`config.mk`:
```
export PLATFORM = sky130hd
export DESIGN_NAME = ffd_queue
export DESIGN_NICKNAME = d
export VERILOG_FILES = /design/src/sv/ffd_pkg.sv /design/src/sv/ffd_queue.sv
export SDC_FILE = /design/constraint.sdc
export NUM_CORES = 1
export LEC_CHECK = 0
export BUFFER_PORTS_ARGS = -buffer_cell sky130_fd_sc_hd__buf_2
export CAP_MARGIN = 10
export CORE_MARGIN = 10
export CORE_UTILIZATION = 35
export DETAILED_ROUTE_END_ITERATION = 7
export SYNTH_ARGS = -nofsm -noshare
export SYNTH_HDL_FRONTEND = slang
export SYNTH_SLANG_ARGS = --single-unit
```
`constraint.sdc`:
```
create_clock -name clk -period 5.1 [get_ports clk]
set_clock_uncertainty 0.15 [all_clocks]
set_input_delay 0 -clock clk [delete_from_list [all_inputs] [get_ports clk]]
set_output_delay 0 -clock clk [all_outputs]
set_load 0.005 [all_outputs]
```
`src/sv/ffd_pkg.sv`:
```
// Shared types, constants and constant tables of the free-flight distance sampler.
package ffd_pkg;

  // Register indexes of the configuration port.
  localparam logic [1:0] REG_SIGMA_RED   = 2'd0;
  localparam logic [1:0] REG_SIGMA_GREEN = 2'd1;
  localparam logic [1:0] REG_SIGMA_BLUE  = 2'd2;

  // Colour channel codes; the unused code behaves as red.
  localparam logic [1:0] CH_RED    = 2'd0;
  localparam logic [1:0] CH_GREEN  = 2'd1;
  localparam logic [1:0] CH_BLUE   = 2'd2;
  localparam logic [1:0] CH_UNUSED = 2'd3;

  localparam logic [23:0] SIGMA_RESET = 24'd65536;
  localparam logic [23:0] HALF_Q24    = 24'h800000;
  localparam logic [31:0] LN2_Q32     = 32'd2977044472;
  localparam logic [30:0] LOG2E_Q30   = 31'd1549082005;
  localparam logic [30:0] ONE_Q30     = 31'h40000000;
  // Reciprocal of three scaled by 2^27, used for the mean over channels.
  localparam logic [25:0] RECIP3_Q27  = 26'd44739243;

  localparam int EXP_STEPS = 16;

  // Result of the front end, carried through the queue.
  typedef struct packed {
    logic [31:0] travel;
    logic        sat;
  } mid_t;

  // Factors 2^(-2^-k) in Q0.30 for k = 1 .. EXP_STEPS.
  typedef logic [EXP_STEPS:1][29:0] exp_tab_t;

  // Floor of the square root, worked out bit by bit.
  function automatic logic [31:0] isqrt64(input logic [63:0] v);
    logic [31:0] r;
    logic [31:0] cand;
    r = '0;
    for (int i = 31; i >= 0; i--) begin
      cand = r | (32'd1 << i);
      if ((64'(cand) * 64'(cand)) <= v) r = cand;
    end
    return r;
  endfunction

  // Each factor is the square root of the one before, starting at one half.
  function automatic exp_tab_t build_exp_tab();
    exp_tab_t    tab;
    logic [63:0] prev;
    prev = 64'(ONE_Q30 >> 1);
    for (int k = 1; k <= EXP_STEPS; k++) begin
      tab[k] = 30'(isqrt64(prev << 30));
      prev   = 64'(tab[k]);
    end
    return tab;
  endfunction

  localparam exp_tab_t EXP_TAB = build_exp_tab();

endpackage

```
`src/sv/ffd_queue.sv`:
```
// Short queue between the front and back ends.
module ffd_queue #(
  parameter int DEPTH = 4
) (
  input  logic          clk,
  input  logic          rst,
  input  logic          push,
  input  ffd_pkg::mid_t push_data,
  output logic          full,
  input  logic          pop,
  output ffd_pkg::mid_t head,
  output logic          not_empty
);

  localparam int PTR_W = $clog2(DEPTH);
  localparam int CNT_W = $clog2(DEPTH + 1);

  ffd_pkg::mid_t    slots [0:DEPTH-1];
  logic [PTR_W-1:0] wptr;
  logic [PTR_W-1:0] rptr;
  logic [CNT_W-1:0] count;

  assign full      = (count == CNT_W'(DEPTH));
  assign not_empty = (count != '0);
  assign head      = slots[rptr];

  // Pointers wrap at the depth; the count follows pushes and pops.
  always_ff @(posedge clk) begin
    if (rst) begin
      wptr  <= '0;
      rptr  <= '0;
      count <= '0;
    end else begin
      if (push) begin
        wptr <= (wptr == PTR_W'(DEPTH - 1)) ? '0 : wptr + 1'b1;
      end
      if (pop) begin
        rptr <= (rptr == PTR_W'(DEPTH - 1)) ? '0 : rptr + 1'b1;
      end
      if (push && !pop) begin
        count <= count + 1'b1;
      end else if (pop && !push) begin
        count <= count - 1'b1;
      end
    end
  end

  always_ff @(posedge clk) begin
    if (push) begin
      slots[wptr] <= push_data;
    end
  end

endmodule

```
==> summary.txt, run 1 <==
Run status
  • Outcome: finished, final reports clean

STA
  • PnR worst setup slack: 2600 ps
  • Hold Violations, Final: 0
  • Setup TNS: 0 ps
  • Crit share post-route: 49.0%
  • Relative slew slack: 36.8%
  • Finish-stage setup viols: 0
  • Worst Tran Pin Value: 947 ps
  • FMAX: 400 MHz
  • Final min period: 2500 ps
  • Final Max Slew Viols: 0
  • RSZ-0062 raised after global routing: false

Detailed routing
  • Initial DRC count: 109
  • Drt drc: 0
  • Post-Route WL: 9.61 mm
  • Via density: 4.67
  • Wire per inst: 18.0 um
  • 1st-pass router iterations: 4
  • Vias: 2,491
  • Detail Route Antenna Nets: 0

Power and ir drop
  • Leak: 2.32 nW
  • Int Pwr: 2.15 mW
  • Sw Ratio: 20.8%
  • Sequential share of power: 49.8%
  • Clk pwr share: 42.3%
  • Comb pwr share: 7.8%
  • PwrDens: 407 nW/um^2
  • VDD IR max: 0.226 mV
  • Switching Power: 0.565 mW

CTS
  • Clock Latency Late Sink: 410 ps
  • TritonCTS Sinks: 141
  • CTS tree: yes
  • Postcts setup bufs: 0
  • PostCTS Resize Cnt: 0
  • Clock slew at reported path FFs: 50 ps
  • CTS max path bufs: 2
  • TritonCTS Buffers: 17
  • Htree depth: 4
  • CTS Hold Bufs: 36
  • Root Buffer Master: clkbuf_16

Min path
  • Hold WC Path Type: input port to register

Final layout
  • Filler cells: 1,233
  • N_diodes: 0
  • P&R area growth vs syn: 27.2%
  • Multi-input logic area: 1010 sq um
  • Final #Nets: 380
  • Register Area: 4150 sq um
  • Layout cell share with drive strength beyond 1: 38.4%
  • Most common cell after layout, fill and taps aside: edfxtp_1
  • Final Instance Area: 6680 sq um
  • Commonest cells after routing, fill and taps aside: edfxtp_1 (132), buf_2 (71), dlygate4sd3_1 (36), mux4_2 (30), clkbuf_16 (17)

Run
  • Max Cap Viol: 0

Worst setup path
  • CP Cell Sequence: buf_4 -> mux4_1 -> buf_2
  • Critical path's slowest cell: dfxtp_2
  • WS Path Type: register to output pin
  • Max FO, Critical Path: 18
  • Kind of end point of the critical path: output pin
  • R2R Setup Slk: 3220 ps
  • Worst endpoint required time: 4950 ps
  • CP startpoint kind: register
  • WP buf/inv: 2
  • Worst Path Arrival: 2350 ps
  • Crit-path max cell delay: 690 ps
  • Critical path's top delay family: flip-flops

Placed design
  • Post-place setup slack: 2970 ps
  • Post-DP HPWL: 5.75 mm
  • Placer congestion estimate: 0.620
  • Placed cell areas: 5760 sq um
  • Buffers on Ports: 71

Global route
  • Gr usage total: 9.93%
  • First-pass GRT wire length: 14.9 mm
  • Total grt overflow: 0
  • Largest net degree at the start of global routing: 34
  • Initial antenna violation count: 0
  • Vias in the first global route: 2,717

Synth
  • Syn_nets: 261
  • Ys Warns: 0
  • Post-synthesis sequential area ratio: 78.9%
  • Netlist cell types: 19
  • Syn_area_per_cell: 24.2 sq um
  • Post-Syn Area: 5250 sq um
  • Synth Register Bits: 141
  • Syn Inst Count: 217

Die
  • Num rows: 44
  • Initial Util: 36.0%
  • Die Span X: 142 um
  • Die H: 142 um
  • Die area: 20,300 sq um
  • I/O Pins: 72
  • CORE AREA: 14,600 sq um
-- area by class of cell --
class | instances | share of cell area [%]
Sequential cell | 141 | 62.1
Multi-Input combinational cell | 64 | 15.1
Timing Repair Buffer | 108 | 10.8
Clock buffer | 19 | 6.48
Tap cell | 184 | 3.45
Clock inverter | 13 | 1.87
Inverter | 4 | 0.225
-- flip-flops by register name, summed over array words and instances, names as in the netlist, named ones only --
signal and cells:
slots 132, count 3, rptr 2, wptr 2
-- synthesized netlist by cell type --
master      n  share of area (%)
a21oi_1     2               0.19
and2_1      4               0.48
buf_12      3                1.1
buf_2       3               0.29
buf_6       1               0.21
clkbuf_1    1              0.071
dfxtp_1     9                3.4
edfxtp_1  132                 76
fa_1        1               0.38
ha_1        6                1.4
inv_1       4               0.29
mux2i_1     4               0.76
mux4_1      3                1.5
mux4_2     30                 13
nor2_1      7               0.50
nor3b_1     2               0.29
o21ai_0     1              0.095
or3_1       2               0.24
xor2_1      2               0.33
-- worst reg2reg max path: stages, from the launching register on --
cell	delay [ps]
dfxtp_1	340
inv_1	90
ha_1	130
and2_2	750
-- layer usage --
metal  wire length (um)  GRT usage (%)  vias to the layer above  part of all wire, %
met4                197           4.79                        0                  2.1
met5                  0              0                        -                    0
met2               4580           15.1                       69                   48
li1                   -              -                     1143                    -
met3                622           4.07                       19                  6.5
met1               4200           12.0                     1260                   44
-- path summary, 6_finish.rpt --
path | startpoint | to | depth (start not counted)
setup / recovery | register | head[13] | 3
hold / removal | push_data[13] | slots[1][13] | 2
setup reg to reg | wptr[0] | slots[0][16] | 3
hold reg to reg | count[2] | count[2] | 2
-- power by group through the flow --
stage	combinational, mW	clock (mW)	sequential, mW
2_1_floorplan	0.126	0	1.36
3_3_place_gp	0.196	0	1.38
3_5_place_dp	0.199	0	1.38
4_1_cts	0.222	1.18	1.36
5_1_grt	0.237	1.24	1.36
6_report	0.213	1.15	1.35
-- kinds of logic after synthesis --
logic type / Yosys count / share of synthesized area [%]
DFF: 141 / 78.9
muxes: 37 / 15.1
and+or+nand+nor: 15 / 1.50
buffers and inverters: 12 / 2.00
adders and majority gates: 7 / 1.81
AOI/OAI and AO/OA: 3 / 0.286
xor gates and xnor gates: 2 / 0.334
-- metrics by stage --
stage               std cells  hold slack (ps)  utilization, %  total power [mW]
floorplan                 217            -80.9               -              1.49
global placement          465             61.6            39.5              1.57
detailed placement        465             64.7            39.5              1.58
CTS                       533              159            45.8              2.76
global route              533              175            45.8              2.83
finish                    533              181            45.8              2.72
Power figures use the tool's default switching activity.
==> inputs of run 2 (changes only) <==
--- a/config.mk
+++ b/config.mk
@@ -5,6 +5,7 @@
 export SDC_FILE = /design/constraint.sdc
 export NUM_CORES = 1
 export LEC_CHECK = 0
+export ABC_AREA = 1
 export BUFFER_PORTS_ARGS = -buffer_cell sky130_fd_sc_hd__buf_2
 export CAP_MARGIN = 10
 export CORE_MARGIN = 10
==> constraint.sdc (replaced) <==
create_clock -name clk -period 2.5 [get_ports clk]
set_clock_uncertainty 0.15 [all_clocks]
set_input_delay 0 -clock clk [delete_from_list [all_inputs] [get_ports clk]]
set_output_delay 0 -clock clk [all_outputs]
set_load 0.005 [all_outputs]
==> run 2 against run 1 <==
Against the previous run: global-route usage is 1.7 points higher; highest routed layer unchanged; cell area grew 3.7%; area after synthesis increased by 2.2%; setup slack got worse by 2200 ps; sequential power up 100%; critical path depth is 2 higher; via count increased by 34%; utilization grew 0.12 points.
==> summary.txt, run 2 <==
Run status
  • Outcome: finished, final reports clean (unchanged)

Worst setup path
  • Worst endpoint required time: 2350 ps (was 4950 ps)
  • Worst Path Arrival: 1990 ps (was 2350 ps)
  • WS Path Type: register to output pin (unchanged)
  • Kind of end point of the critical path: output pin (unchanged)
  • CP startpoint kind: register (unchanged)
  • Max FO, Critical Path: 36 (was 18)

Min path
  • Hold WC Path Type: input port to register (unchanged)

STA
  • Hold Violations, Final: 0 (unchanged)
  • FMAX: 467 MHz
  • Final Max Slew Viols: 0 (unchanged)
  • Finish-stage setup viols: 0 (unchanged)
  • Hold_ws: 193 ps (was 181 ps)
  • Setup TNS: 0 ps (unchanged)
  • Crit share post-route: 85.6%
  • RSZ-0062 raised after global routing: false (unchanged)
  • Worst Tran Pin Value: 769 ps (was 947 ps)
  • Final min period: 2140 ps
  • Relative slew slack: 48.7% (was 36.8%)

Placed design
  • Placed cells: 627 (was 465)
  • Buffers on Ports: 71 (unchanged)
  • Placer congestion estimate: 0.729 (was 0.620)
  • Post-DP HPWL: 7.50 mm (was 5.75 mm)
  • Placed cell areas: 5890 sq um (was 5760 sq um)

Final layout
  • P&R area growth vs syn: 29.1% (was 27.2%)
  • Final Instance Area: 6930 sq um (was 6680 sq um)
  • N_diodes: 0 (unchanged)
  • Commonest cells after routing, fill and taps aside: edfxtp_1 (132), nor2_1 (75), buf_2 (71), o21ai_0 (51), dlygate4sd3_1 (37) (was edfxtp_1 (132), buf_2 (71), dlygate4sd3_1 (36), mux4_2 (30), clkbuf_16 (17))
  • Largest regs: slots x132, count x3 (unchanged)
  • Final #Nets: 539 (was 380)
  • Biggest register: slots (unchanged)
  • Max FFs per register: 132 (unchanged)
  • Layout cell share with drive strength beyond 1: 22.8% (was 38.4%)
  • Most common cell after layout, fill and taps aside: edfxtp_1 (unchanged)
  • Non-filler cells, final: 696 (was 533)

Synth
  • Syn_nets: 423 (was 261)
  • Synth Area in Simple Gates: 6.37% (was 1.50%)
  • Post-synthesis mux area share: 0% (was 15.1%)
  • Cell with the most instances after synthesis: edfxtp_1 (unchanged)
  • Most common flop cell mapped by yosys: edfxtp_1 (unchanged)
  • Yosys top cell area share: 73.9% (was 75.5%)
  • Async set-reset flop share out of synthesis: 0% (unchanged)
  • Compound-Gate Fraction of Synth Area: 10.6% (was 0.286%)
  • Synth Register Bits: 141 (unchanged)
  • Synth cell count leaders: edfxtp_1 (132), nor2_1 (75), o21ai_0 (51), o22ai_1 (33), o21ai_1 (18) (was edfxtp_1 (132), mux4_2 (30), dfxtp_1 (9), nor2_1 (7), ha_1 (6))
  • Post-synthesis sequential area ratio: 77.2% (was 78.9%)
  • Syn_area_per_cell: 14.2 sq um (was 24.2 sq um)
  • Post-Synth XOR/XNOR Area: 0.163% (was 0.334%)
  • Number of synthesized flops with an enable pin: 132 (unchanged)
  • Ranking of synthesized cells by area: edfxtp_1 (74%), nor2_1 (5.2%), o21ai_0 (4.8%) (was edfxtp_1 (76%), mux4_2 (13%), dfxtp_1 (3.4%))
  • Netlist cell types: 21 (was 19)
  • Main combinational cell family by area after synthesis: compound AO/OA/AOI/OAI gates (was multiplexers)
  • Largest area contributor in the netlist: edfxtp_1 (unchanged)
  • Syn Inst Count: 379 (was 217)
  • Post-Synth Adder-Cell Area: 1.77% (was 1.81%)
  • Ys Warns: 0 (unchanged)
  • Post-Syn Area: 5370 sq um (was 5250 sq um)

Global route
  • Largest net degree at the start of global routing: 67 (was 34)
  • Global routing met2 resource utilization: 18.2% (was 15.1%)
  • Gr usage total: 11.6% (was 9.93%)
  • Initial antenna violation count: 0 (unchanged)
  • Total grt overflow: 0 (unchanged)
  • Vias in the first global route: 3,442 (was 2,717)
  • First-pass GRT wire length: 18.4 mm (was 14.9 mm)
  • Met3 Use GR: 4.46% (was 4.07%)
  • GRT met1 Usage: 14.6% (was 12.0%)
  • Most used routing layer: met2 (unchanged)

CTS
  • Htree depth: 4 (unchanged)
  • Clock Latency Late Sink: 400 ps (was 410 ps)
  • Root Buffer Master: clkbuf_16 (unchanged)
  • CTS tree: yes (unchanged)
  • TritonCTS Sinks: 141 (unchanged)
  • TritonCTS Buffers: 17 (unchanged)
  • Clock slew at reported path FFs: 60 ps (was 50 ps)
  • CTS max path bufs: 2 (unchanged)
  • PostCTS Resize Cnt: 0 (unchanged)

Power and ir drop
  • Sw Ratio: 21.3% (was 20.8%)
  • Comb pwr share: 8.8% (was 7.8%)
  • VDD IR max: 0.466 mV (was 0.226 mV)
  • PwrDens: 877 nW/um^2 (was 407 nW/um^2)
  • Int Pwr: 4.78 mW (was 2.15 mW)
  • Clk pwr share: 46.2% (was 42.3%)
  • Switching Power: 1.29 mW (was 0.565 mW)
  • Final Power: 6.07 mW (was 2.72 mW)
  • Sequential share of power: 45.0% (was 49.8%)
  • Leak: 2.54 nW (was 2.32 nW)

Die
  • Die Span X: 144 um (was 142 um)
  • CORE AREA: 15,100 sq um (was 14,600 sq um)
  • Die H: 144 um (was 142 um)
  • Initial Util: 35.6% (was 36.0%)
  • Die area: 20,700 sq um (was 20,300 sq um)
  • I/O Pins: 72 (unchanged)
  • Num rows: 45 (was 44)

Detailed routing
  • Drt drc: 0 (unchanged)
  • Wire per inst: 16.8 um (was 18.0 um)
  • Detail Route Antenna Nets: 0 (unchanged)
  • Vias: 3,348 (was 2,491)
  • Initial DRC count: 249 (was 109)
  • 1st-pass router iterations: 5 (was 4)
  • Post-Route WL: 11.7 mm (was 9.61 mm)
  • Via density: 4.81 (was 4.67)

Run
  • Max Cap Viol: 0 (unchanged)
## run 2: layout make-up
type,count,area [sq um]
Clock buffer,17,425
Clock inverter,15,243
Fill cell,1342,8160
Inverter,16,60.1
Multi-Input combinational cell,202,1010
Sequential cell,141,4150
Tap cell,188,235
Timing Repair Buffer,117,806
## run 2: worst max-delay path, stage by stage, from the launching register on
cell and delay (ps):
dfxtp_2 320, inv_2 480, buf_4 330, o21ai_1 80, o22ai_1 200, buf_2 160
## run 2: layer usage
layer,vias up,share of wire (%)
met5,-,0
met2,96,49
li1,1629,-
met3,8,6.0
met1,1615,45
met4,0,0.70
## run 2: per-stage QoR
stage / setup WS (ps) / utilization [%]
floorplan: 720 / -
global placement: 772 / 39.0
detailed placement: 739 / 39.0
CTS: 308 / 45.9
global route: 168 / 45.9
finish: 359 / 45.9
## run 2: cell families after synthesis
logic type      Yosys count
compound gates          105
xor+xnor                  1
fa+ha+maj                 7
simple gates             89
buf+inv                  36
flops                   141
## run 2: power by group through the flow
stage | Clock, mW | Combinational [mW] | Sequential [mW]
floorplan | 0 | 0.278 | 2.77
global placement | 0 | 0.489 | 2.78
detailed placement | 0 | 0.497 | 2.78
CTS | 2.85 | 0.548 | 2.73
global route | 2.96 | 0.606 | 2.74
finish | 2.81 | 0.535 | 2.73
## run 2: what timing repair did
item,4_1_cts,5_1_grt
setup buffers,0,0
hold endpoints to repair,150,0
hold buffers,37,0
## run 2: final timing paths
check                              startpoint            to  slack [ps]  depth (start not counted)
worst max register to register        wptr[0]  slots[1][28]         760                          3
worst max-delay path                 register       head[6]         360                          5
worst min register to register        wptr[1]       wptr[1]         390                          2
worst min-delay path            push_data[31]  slots[1][31]         190                          2
